==> config.mk <==
export PLATFORM = sky130hd
export DESIGN_NAME = multi_voice_synth_mixer
export DESIGN_NICKNAME = d
export VERILOG_FILES = /design/src/sv/msm_pkg.sv /design/src/sv/multi_voice_synth_mixer.sv /design/src/sv/msm_div.sv
export SDC_FILE = /design/constraint.sdc
export NUM_CORES = 2
export LEC_CHECK = 0
export ABC_AREA = 1
export ABC_CLOCK_PERIOD_IN_PS = 39100
export BUFFER_PORTS_ARGS = -buffer_cell sky130_fd_sc_hd__buf_2
export CORE_ASPECT_RATIO = 1.4
export CORE_MARGIN = 4
export CORE_UTILIZATION = 70
export DETAILED_ROUTE_END_ITERATION = 10
export PLACE_DENSITY = 0.88
export REMOVE_ABC_BUFFERS = 1
export SYNTH_ARGS = -nofsm -noshare
export SYNTH_HDL_FRONTEND = slang
export SYNTH_HIERARCHICAL = 1
export SYNTH_SLANG_ARGS = --single-unit
==> constraint.sdc <==
create_clock -name clk -period 39.1 [get_ports clk]
set_input_delay 0 -clock clk [delete_from_list [all_inputs] [get_ports clk]]
set_output_delay 0 -clock clk [all_outputs]
set_load 0.1 [all_outputs]
==> src/sv/msm_pkg.sv <==
// Package for the multi-voice synthesizer: sizes, envelope state codes,
// sequencer codes and the noise byte mapping. No dependencies.
`default_nettype none
package msm_pkg;
  localparam int VOICES = 4;
  localparam int VW = 2;
  localparam logic [1:0] ST_RELEASE = 2'd0;
  localparam logic [1:0] ST_ATTACK = 2'd1;
  localparam logic [1:0] ST_DECAY = 2'd2;
  localparam logic [1:0] ST_SUSTAIN = 2'd3;
  localparam logic OP_LOAD = 1'b0;
  localparam logic [23:0] LVL_MAX = 24'hffffff;
  localparam logic [27:0] PH_HALF = 28'h8000000;
  localparam logic [22:0] LFSR_INIT = 23'h7ffff8;

  typedef struct packed {
    logic start;
    logic [55:0] num;
    logic [27:0] den;
  } div_req_t;

  function automatic logic [7:0] noise_map(input logic [22:0] s);
    noise_map = {s[22], s[20], s[16], s[13], s[11], s[7], s[4], s[2]};
  endfunction
endpackage
`default_nettype wire

==> src/sv/multi_voice_synth_mixer.sv <==
// Top level of the multi-voice synthesizer with mixer.
// Depends on msm_pkg and msm_div.
`default_nettype none
// A load request writes one voice's settings. A sample request steps the
// voices one after another: each enabled voice goes through the steps
// envelope, phase, waveform, scale and accumulate, plus a divider pass when
// hard sync fires, for the sync product goes through a bit-serial divider
// that yields one quotient bit a cycle. A frozen voice only visits the
// envelope state, which moves on. A sample takes longer while an earlier
// result still waits for the receiver; the block accepts nothing while it
// works, and the result waits in an output register.
module multi_voice_synth_mixer import msm_pkg::*; (
  input  wire logic clk,
  input  wire logic rst_n,
  input  wire logic in_valid,
  output logic in_stall,
  input  wire logic in_op,
  input  wire logic [1:0] in_voice,
  input  wire logic [27:0] in_freq_step,
  input  wire logic [27:0] in_pulse_width,
  input  wire logic [7:0] in_control_flags,
  input  wire logic in_key_gate,
  input  wire logic in_voice_enable,
  input  wire logic [23:0] in_attack_step,
  input  wire logic [23:0] in_decay_step,
  input  wire logic [23:0] in_sustain_level,
  input  wire logic [23:0] in_release_step,
  output logic out_valid,
  input  wire logic out_stall,
  output logic signed [15:0] out_sample_out
);
  localparam logic [2:0] S_IDLE = 3'd0;
  localparam logic [2:0] S_ENV = 3'd1;
  localparam logic [2:0] S_PH = 3'd2;
  localparam logic [2:0] S_DIV = 3'd3;
  localparam logic [2:0] S_WAVE = 3'd4;
  localparam logic [2:0] S_MIX = 3'd5;
  localparam logic [2:0] S_OUT = 3'd6;

  logic [27:0] freq_r [VOICES];
  logic [27:0] pulse_r [VOICES];
  logic [7:0] flags_r [VOICES];
  logic gate_r [VOICES];
  logic on_r [VOICES];
  logic [23:0] att_r [VOICES];
  logic [23:0] dec_r [VOICES];
  logic [23:0] sus_r [VOICES];
  logic [23:0] rel_r [VOICES];
  logic [1:0] est_r [VOICES];
  logic [23:0] lvl_r [VOICES];
  logic [27:0] ph_r [VOICES];
  logic [4:0] nclk_r [VOICES];
  logic [22:0] lfsr_r [VOICES];
  logic [7:0] nbyte_r [VOICES];

  logic [2:0] st_r;
  logic [VW-1:0] v_r;
  logic [VW-1:0] p;
  logic prev_lt_r, prev_hi_r;
  logic [7:0] wave_r;
  logic signed [19:0] acc_r;
  logic signed [15:0] smp_r;
  logic ov_r;
  logic last;
  div_req_t dreq;
  logic dbusy;
  logic [27:0] dquo;

  msm_div u_div (.clk(clk), .rst_n(rst_n), .req(dreq), .busy(dbusy), .quo(dquo));

  assign p = v_r - 1'b1;
  assign last = (v_r == VW'(VOICES - 1));
  // A waiting result does not block a new request; the sequencer holds in
  // S_OUT until the output register is free.
  assign in_stall = (st_r != S_IDLE);
  assign out_valid = ov_r;
  assign out_sample_out = smp_r;

  // Envelope step for the current voice.
  logic gt;
  logic [1:0] es;
  logic [24:0] lsum;
  logic [24:0] ldif;
  logic [23:0] nlvl;
  logic [1:0] nest;
  always_comb begin
    gt = gate_r[v_r] & flags_r[v_r][0];
    es = est_r[v_r];
    if (gt && es == ST_RELEASE) es = ST_ATTACK;
    if (!gt) es = ST_RELEASE;
    nlvl = lvl_r[v_r];
    nest = es;
    lsum = {1'b0, lvl_r[v_r]} + {1'b0, att_r[v_r]};
    ldif = {1'b0, lvl_r[v_r]} - {1'b0, (es == ST_DECAY) ? dec_r[v_r] : rel_r[v_r]};
    unique case (es)
      ST_ATTACK: begin
        if (lsum >= {1'b0, LVL_MAX}) begin
          nlvl = LVL_MAX; nest = ST_DECAY;
        end else nlvl = lsum[23:0];
      end
      ST_DECAY: begin
        if (ldif[24] || ldif[23:0] <= sus_r[v_r]) begin
          nlvl = sus_r[v_r]; nest = ST_SUSTAIN;
        end else nlvl = ldif[23:0];
      end
      ST_SUSTAIN: begin
        if (lvl_r[v_r] != sus_r[v_r]) nest = ST_ATTACK;
      end
      default: nlvl = ldif[24] ? 24'd0 : ldif[23:0];
    endcase
  end

  // Waveform from the new phase.
  logic [27:0] ph;
  logic [7:0] tri_w, saw_w, pul_w, out_w, nb;
  logic [22:0] ns;
  logic nstep;
  always_comb begin
    ph = ph_r[v_r];
    tri_w = ph[27] ? ~ph[26:19] : ph[26:19];
    if (flags_r[v_r][2] && !prev_hi_r) tri_w = ~tri_w;
    saw_w = ph[27:20];
    pul_w = (ph > pulse_r[v_r]) ? 8'h00 : 8'hff;
    nstep = (nclk_r[v_r] != ph[27:23]);
    ns = {lfsr_r[v_r][21:0], lfsr_r[v_r][22] ^ lfsr_r[v_r][17]};
    nb = nstep ? noise_map(ns) : nbyte_r[v_r];
    out_w = 8'hff;
    if (flags_r[v_r][4]) out_w = out_w & tri_w;
    if (flags_r[v_r][5]) out_w = out_w & saw_w;
    if (flags_r[v_r][6]) out_w = out_w & pul_w;
    if (flags_r[v_r][7]) out_w = out_w & nb;
  end

  logic signed [33:0] prod;
  logic signed [19:0] acc_nx;
  assign prod = $signed({1'b0, wave_r} - 9'd128) * $signed({1'b0, lvl_r[v_r]});
  assign acc_nx = acc_r + 20'(prod >>> 18);

  assign dreq.start = (st_r == S_PH) && flags_r[v_r][1] && prev_lt_r;
  assign dreq.num = ph_r[p] * freq_r[v_r];
  assign dreq.den = freq_r[p];

  always_ff @(posedge clk) begin
    if (!rst_n) begin
      st_r <= S_IDLE;
      ov_r <= 1'b0;
      for (int i = 0; i < VOICES; i++) begin
        freq_r[i] <= '0; pulse_r[i] <= '0; flags_r[i] <= '0; gate_r[i] <= 1'b0;
        on_r[i] <= 1'b1; att_r[i] <= '0; dec_r[i] <= '0; sus_r[i] <= '0;
        rel_r[i] <= '0; est_r[i] <= ST_RELEASE; lvl_r[i] <= '0; ph_r[i] <= '0;
        nclk_r[i] <= '0; lfsr_r[i] <= LFSR_INIT; nbyte_r[i] <= '0;
      end
    end else begin
      if (ov_r && !out_stall) ov_r <= 1'b0;
      unique case (st_r)
        S_IDLE: begin
          if (in_valid && !in_stall) begin
            if (in_op == OP_LOAD) begin
              freq_r[in_voice] <= in_freq_step;
              pulse_r[in_voice] <= in_pulse_width;
              flags_r[in_voice] <= in_control_flags;
              gate_r[in_voice] <= in_key_gate;
              on_r[in_voice] <= in_voice_enable;
              att_r[in_voice] <= in_attack_step;
              dec_r[in_voice] <= in_decay_step;
              sus_r[in_voice] <= in_sustain_level;
              rel_r[in_voice] <= in_release_step;
            end else begin
              v_r <= '0; acc_r <= '0; st_r <= S_ENV;
            end
          end
        end
        S_ENV: begin
          if (!on_r[v_r]) begin
            if (last) st_r <= S_OUT;
            else v_r <= v_r + 1'b1;
          end else begin
            lvl_r[v_r] <= nlvl;
            est_r[v_r] <= nest;
            prev_lt_r <= ph_r[p] < freq_r[p];
            prev_hi_r <= ph_r[p][27];
            st_r <= S_PH;
          end
        end
        S_PH: begin
          if (dreq.start) st_r <= S_DIV;
          else begin
            ph_r[v_r] <= ph_r[v_r] + freq_r[v_r];
            st_r <= S_WAVE;
          end
        end
        S_DIV: begin
          if (!dbusy) begin
            ph_r[v_r] <= dquo;
            st_r <= S_WAVE;
          end
        end
        S_WAVE: begin
          wave_r <= out_w;
          if (nstep) begin
            nclk_r[v_r] <= ph[27:23]; lfsr_r[v_r] <= ns; nbyte_r[v_r] <= nb;
          end
          st_r <= S_MIX;
        end
        S_MIX: begin
          acc_r <= acc_nx;
          if (last) st_r <= S_OUT;
          else begin
            v_r <= v_r + 1'b1; st_r <= S_ENV;
          end
        end
        S_OUT: begin
          if (!ov_r) begin
            smp_r <= (acc_r > 20'sd32767) ? 16'sh7fff :
                     (acc_r < -20'sd32768) ? 16'sh8000 : acc_r[15:0];
            ov_r <= 1'b1;
            st_r <= S_IDLE;
          end
        end
        default: st_r <= S_IDLE;
      endcase
    end
  end

`ifndef SYNTH
  a_div_state: assert property (@(posedge clk) disable iff (!rst_n)
    dreq.start |=> (st_r == S_DIV) && dbusy) else $error("divider not started");
  a_no_take_busy: assert property (@(posedge clk) disable iff (!rst_n)
    (st_r != S_IDLE) |-> in_stall) else $error("input taken while busy");
  a_out_from_seq: assert property (@(posedge clk) disable iff (!rst_n)
    $rose(out_valid) |-> $past(st_r) == S_OUT) else $error("stray result");
`endif
endmodule
`default_nettype wire

==> src/sv/msm_div.sv <==
// Restoring divider, one quotient bit per cycle.
// Depends on msm_pkg.
`default_nettype none
module msm_div import msm_pkg::*; (
  input  wire logic clk,
  input  wire logic rst_n,
  input  wire div_req_t req,
  output logic busy,
  output logic [27:0] quo
);
  logic [55:0] q_r, q_nxt;
  logic [28:0] rem_r, rem_nxt;
  logic [27:0] den_r, den_nxt;
  logic [5:0] cnt_r, cnt_nxt;
  logic [29:0] trial;

  always_comb begin
    q_nxt = q_r; rem_nxt = rem_r; den_nxt = den_r; cnt_nxt = cnt_r;
    trial = {rem_r, q_r[55]} - {2'b00, den_r};
    if (req.start) begin
      q_nxt = req.num; rem_nxt = '0; den_nxt = req.den; cnt_nxt = 6'd56;
    end else if (cnt_r != 6'd0) begin
      cnt_nxt = cnt_r - 6'd1;
      if (!trial[29]) begin
        rem_nxt = trial[28:0];
        q_nxt = {q_r[54:0], 1'b1};
      end else begin
        rem_nxt = {rem_r[27:0], q_r[55]};
        q_nxt = {q_r[54:0], 1'b0};
      end
    end
  end

  always_ff @(posedge clk) begin
    if (!rst_n) begin
      cnt_r <= '0;
    end else begin
      cnt_r <= cnt_nxt;
    end
    q_r <= q_nxt; rem_r <= rem_nxt; den_r <= den_nxt;
  end

  assign busy = (cnt_r != 6'd0);
  assign quo = q_r[27:0];
endmodule
`default_nettype wire
After elaboration in Yosys (flattened, before gate mapping)
Memories as Yosys holds them, arrays and structs flattened. A register that Yosys moved wholly into a read port is not among the register bits.
Cells that the tools add are included.
Operators by class
  add/sub/neg operators: 9
  order comparisons: 6
  bitwise logic cells: 10
  equal/unequal tests: 18
  $mul: 2
  reductions and logical operators: 39
  muxes and demuxes: 129
Operators with widths (count)
  2-to-1 mux 24 bit: 9
  OR reduction 24 bit: 5
  2-to-1 mux 28 bit: 4
  2-to-1 mux 56 bit: 2
  OR reduction 28 bit: 3
  2-to-1 mux 2 bit: 40
  2-to-1 mux 8 bit: 10
  case mux 24 bit (3 select lines): 1
  multiplier 28 x 28 -> 56 bit: 1
  2-to-1 mux 1 bit: 43
  2-to-1 mux 20 bit: 2
  case mux 20 bit (2 select lines): 1
  multiplier 9 x 25 -> 34 bit: 1
  subtractor 30 x 28 -> 30 bit: 1
  2-to-1 mux 29 bit: 1
  adder 28 bit: 1
  greater-than comparator 28 bit: 1
  less-than comparator 28 bit: 1
  adder 24 x 24 -> 25 bit: 1
  >= comparator 25 x 24 -> 1 bit (second input constant): 1
  subtractor 24 x 24 -> 25 bit: 1
  bitwise AND 8 bit: 3
  less-or-equal comparator 24 bit: 1
  2-to-1 mux 3 bit: 8
  44 further kinds: 71
Storage, ports and cells
  RAM bits: 1008
  memories: 15
  register bits after elaboration: 171
  bits of input ports: 169
  word-level logic and storage cells: 241
  output and inout bits: 18
Memory list
  freq_r: words 4, width 28, rd ports 2, clocked after memory_dff 1, write ports 4, RTL line multi_voice_synth_mixer.sv:40  | logic [27:0] freq_r [VOICES];
  ph_r: words 4, width 28, rd ports 2, clocked after memory_dff 1, write ports 4, RTL line multi_voice_synth_mixer.sv:51  | logic [27:0] ph_r [VOICES];
  pulse_r: words 4, width 28, rd ports 1, clocked after memory_dff 1, write ports 4, RTL line multi_voice_synth_mixer.sv:41  | logic [27:0] pulse_r [VOICES];
  att_r: words 4, width 24, rd ports 1, clocked after memory_dff 1, write ports 4, RTL line multi_voice_synth_mixer.sv:45  | logic [23:0] att_r [VOICES];
  dec_r: words 4, width 24, rd ports 1, clocked after memory_dff 1, write ports 4, RTL line multi_voice_synth_mixer.sv:46  | logic [23:0] dec_r [VOICES];
  lvl_r: words 4, width 24, rd ports 1, clocked after memory_dff 1, write ports 4, RTL line multi_voice_synth_mixer.sv:50  | logic [23:0] lvl_r [VOICES];
  +9 memories

Longest topological paths before layout
  word-level depth: 12
  mapped depth: 43
  mapped depth without buffers: 39

Cells and area by module
The synthesis kept the hierarchy.
By module, submodules not included
  multi_voice_synth_mixer: times used 1, cells an instance 10049, sequential area each 31680.4 µm², area each 88218.4 µm²
  msm_div: times used 1, cells an instance 1082, sequential area each 3223.1 µm², area each 7622.3 µm²

Least setup slack after synthesis
Ideal clock, no wire load.
  path kind: reg2reg
  start point: register st_r[1]
  end point: memory att_r[3][0] (enable)
  arrival: 12.527 ns
  required time: 38.182 ns
  setup time: 0.918 ns
  clock period less this slack: 13.445 ns
  stages on the path, launching flop included: 8
  buffers on the path: 0
  path slack: 25.655 ns
  cell sequence: dfxtp_1 -> nor2_1 -> inv_1 -> nor2_1 -> nand2_1 -> nor2_1 -> inv_1 -> o31ai_1
RTL lines
  start: declaration: RTL line multi_voice_synth_mixer.sv:56  | logic [2:0] st_r;
  start signal: assignment: RTL line multi_voice_synth_mixer.sv:145  | st_r <= S_IDLE;
  start signal: assignment: RTL line multi_voice_synth_mixer.sv:169  | v_r <= '0; acc_r <= '0; st_r <= S_ENV;
  start signal: assignment: RTL line multi_voice_synth_mixer.sv:175  | if (last) st_r <= S_OUT;
  end: declaration: RTL line multi_voice_synth_mixer.sv:45

==> metrics.txt <==
outcome completed; number of synthesized register bits 1177; Residual DRC 0; Sum Neg Setup Slack 0 ps; crit end category flip-flop; kind of critical path flip-flop to flip-flop; synth top area cells edfxtp_1 35%, fa_1 17%, nand2_1 9.2%; RSZ-0062 raised after global routing false; Final #Nets 12700; clk_lat worst skew 790 ps; first-pass GRT wire length 494000 um; Die Area 143000 um^2; Post-Syn Area 95800 um^2; drt pass-1 iters 7; GRT Util Overall 46.4%; Synth cell types 75; DR vias 82800; Worst Max-Slew Pin Slew 1370 ps; Max Slew Vio Count 0; row cnt 160; Crit Path Max Fanout 51; # IOs 187; share of layout cells above drive strength 1 5.76%; initial antenna violation count 8; Worst Clk Skew 51.3 ps; DR WL/cell 25.3 um; number of fill cells 9116; CTS tree yes; CP Data Arrival Time 11840 ps; Ys Warns 6; number of global-route vias before repair 85500; cell taking the most area after synthesis edfxtp_1; Syn-to-layout area delta 7.39%; syn avg cell area 8.61 um^2; Detail Route Antenna Nets 0; sequential area share after synthesis 36.4%; H-Tree Depth 3; Post-DP HPWL 229000 um; drt via density 6.33; CP max-delay cell a21oi_1; Clock Tree Root clkbuf_16; Post-synth ARST share 0%; cts repair resizes 0; Slew headroom 7.74%; Clk pin slew, worst setup/hold paths 70 ps; largest net degree at the start of global routing 171; Mapped Cells 11100; non-filler cells, final 13100; gr ovfl total 0; # Max-Cap Violations 0; worst hold-check path type input port to flip-flop; placed cells 12700; Crit path required time 39480 ps; fmax 0.0872 GHz; CP startpoint kind flip-flop; die width 321 um; fin crit period 11460 ps; Port Buffers 185; drt total wl 331000 um; CP dominant cell by count fa_1; clock tree buffer depth 3; total CTS buffers 105; ys flop type edfxtp_1; period utilisation layout 29.3%; Final Wtd Congestion 1.06; Setup Buffers After CTS 0; TritonCTS Sinks 1177; Iter 0 DRT Violations 10300; cts-stage hold buffer count 171; final hold vios 0; max incr delay on CP 1090 ps; Starting Density 70.5%; Setup-failing EPs final 0; core footprint 136000 um^2; Die H 446 um; Synth top area share 35.5%; Post-synth top cells 2339 x nand2_1, 1860 x nor2_1, 1747 x inv_1; Post-synth EDFFs 1133; count leader, synth nand2_1
[per-layer routing]
| metal | share of wire (%) | routed length, um | track usage (%) | vias up |
|---|---|---|---|---|
| met3 | 10 | 34400 | 10.4 | 2124 |
| li1 | - | - | - | 35600 |
| met4 | 14 | 44900 | 49.0 | 6 |
| met5 | 0.012 | 41 | 0 | - |
| met2 | 47 | 156000 | 76.9 | 6058 |
| met1 | 29 | 95300 | 46.7 | 39100 |
[cells by family after synthesis]
logic type | count (synthesis) | share of synthesized area [%]
buffers and inverters | 2331 | 9.89
adder cells (fa/ha/maj) | 1330 | 23.9
AO/OA/AOI/OAI | 1376 | 8.66
flip-flops | 1177 | 36.4
AND/OR/NAND/NOR | 4758 | 19.7
XOR/XNOR | 159 | 1.45
[state kept, by name, indices dropped and copies added (netlist names), 2 cells and up, named ones only]
signal and count:
wave_r 8, u_div/cnt_r 6, u_div/den_r 28, nclk_r 20, dec_r 96, att_r 96, on_r 4, sus_r 96
nbyte_r 32, out_sample_out 16, est_r 8, v_r 2, gate_r 4, lfsr_r 92, st_r 3, rel_r 96
pulse_r 112, ph_r 112, flags_r 28, freq_r 112, u_div/rem_r 29, lvl_r 96, acc_r 20, u_div/q_r 56
[worst max-delay path: cells and delay by family (launching register included)]
family                   cells  cell delay, ps
flip-flops                   1             380
buffers and inverters        8            2580
AO/OA/AOI/OAI                4            2060
AND/OR/NAND/NOR              8            1310
adder cells (fa/ha/maj)      9            4640
[cells in the final DEF, fill, tap and decap left out, types with 185 or more instances in the layout]
cell type and count:
nand3_1 298, buf_2 185, inv_1 1742, nand2_1 2334, a21oi_1 456, edfxtp_1 1133, ha_1 497, nor2_1 1860
o21ai_0 474, fa_1 833
[stage by stage]
step / cell area [um^2] / util (%) / worst slack [ps] / hold WS [ps]
2_1_floorplan: 93100 / - / 13900 / 126
3_3_place_gp: 97700 / 71.9 / 28350 / 271
3_5_place_dp: 97700 / 71.9 / 28150 / 275
4_1_cts: 103000 / 75.7 / 28200 / 34.9
5_1_grt: 103000 / 75.7 / 27490 / 93.5
6_report: 103000 / 75.7 / 27640 / 84.3
[path summary, 6_finish.rpt]
path         startpoint            endpoint  slack (ps)  cells after the start
max              v_r[0]       u_div/q_r[55]       27640                     29
min           out_stall           out_valid          80                      4
max reg2reg      v_r[0]       u_div/q_r[55]       27640                     29
min reg2reg   acc_r[19]  out_sample_out[15]         460                      0
[area by class of cell]
type	instances	area (um^2)	area share, %
tap	1782	2230	2.17
timing repair buffer	489	3740	3.63
clock buffer	139	2860	2.77
sequential	1177	34900	33.9
inverter	1802	6810	6.62
multi-input combinational	7623	51700	50.2
clock inverter	60	678	0.659
antenna	4	10.0	0.00973
Power is left out: the tool's default activity adds up to more than one toggle a clock period on the data nets, which glitch-free logic cannot reach.
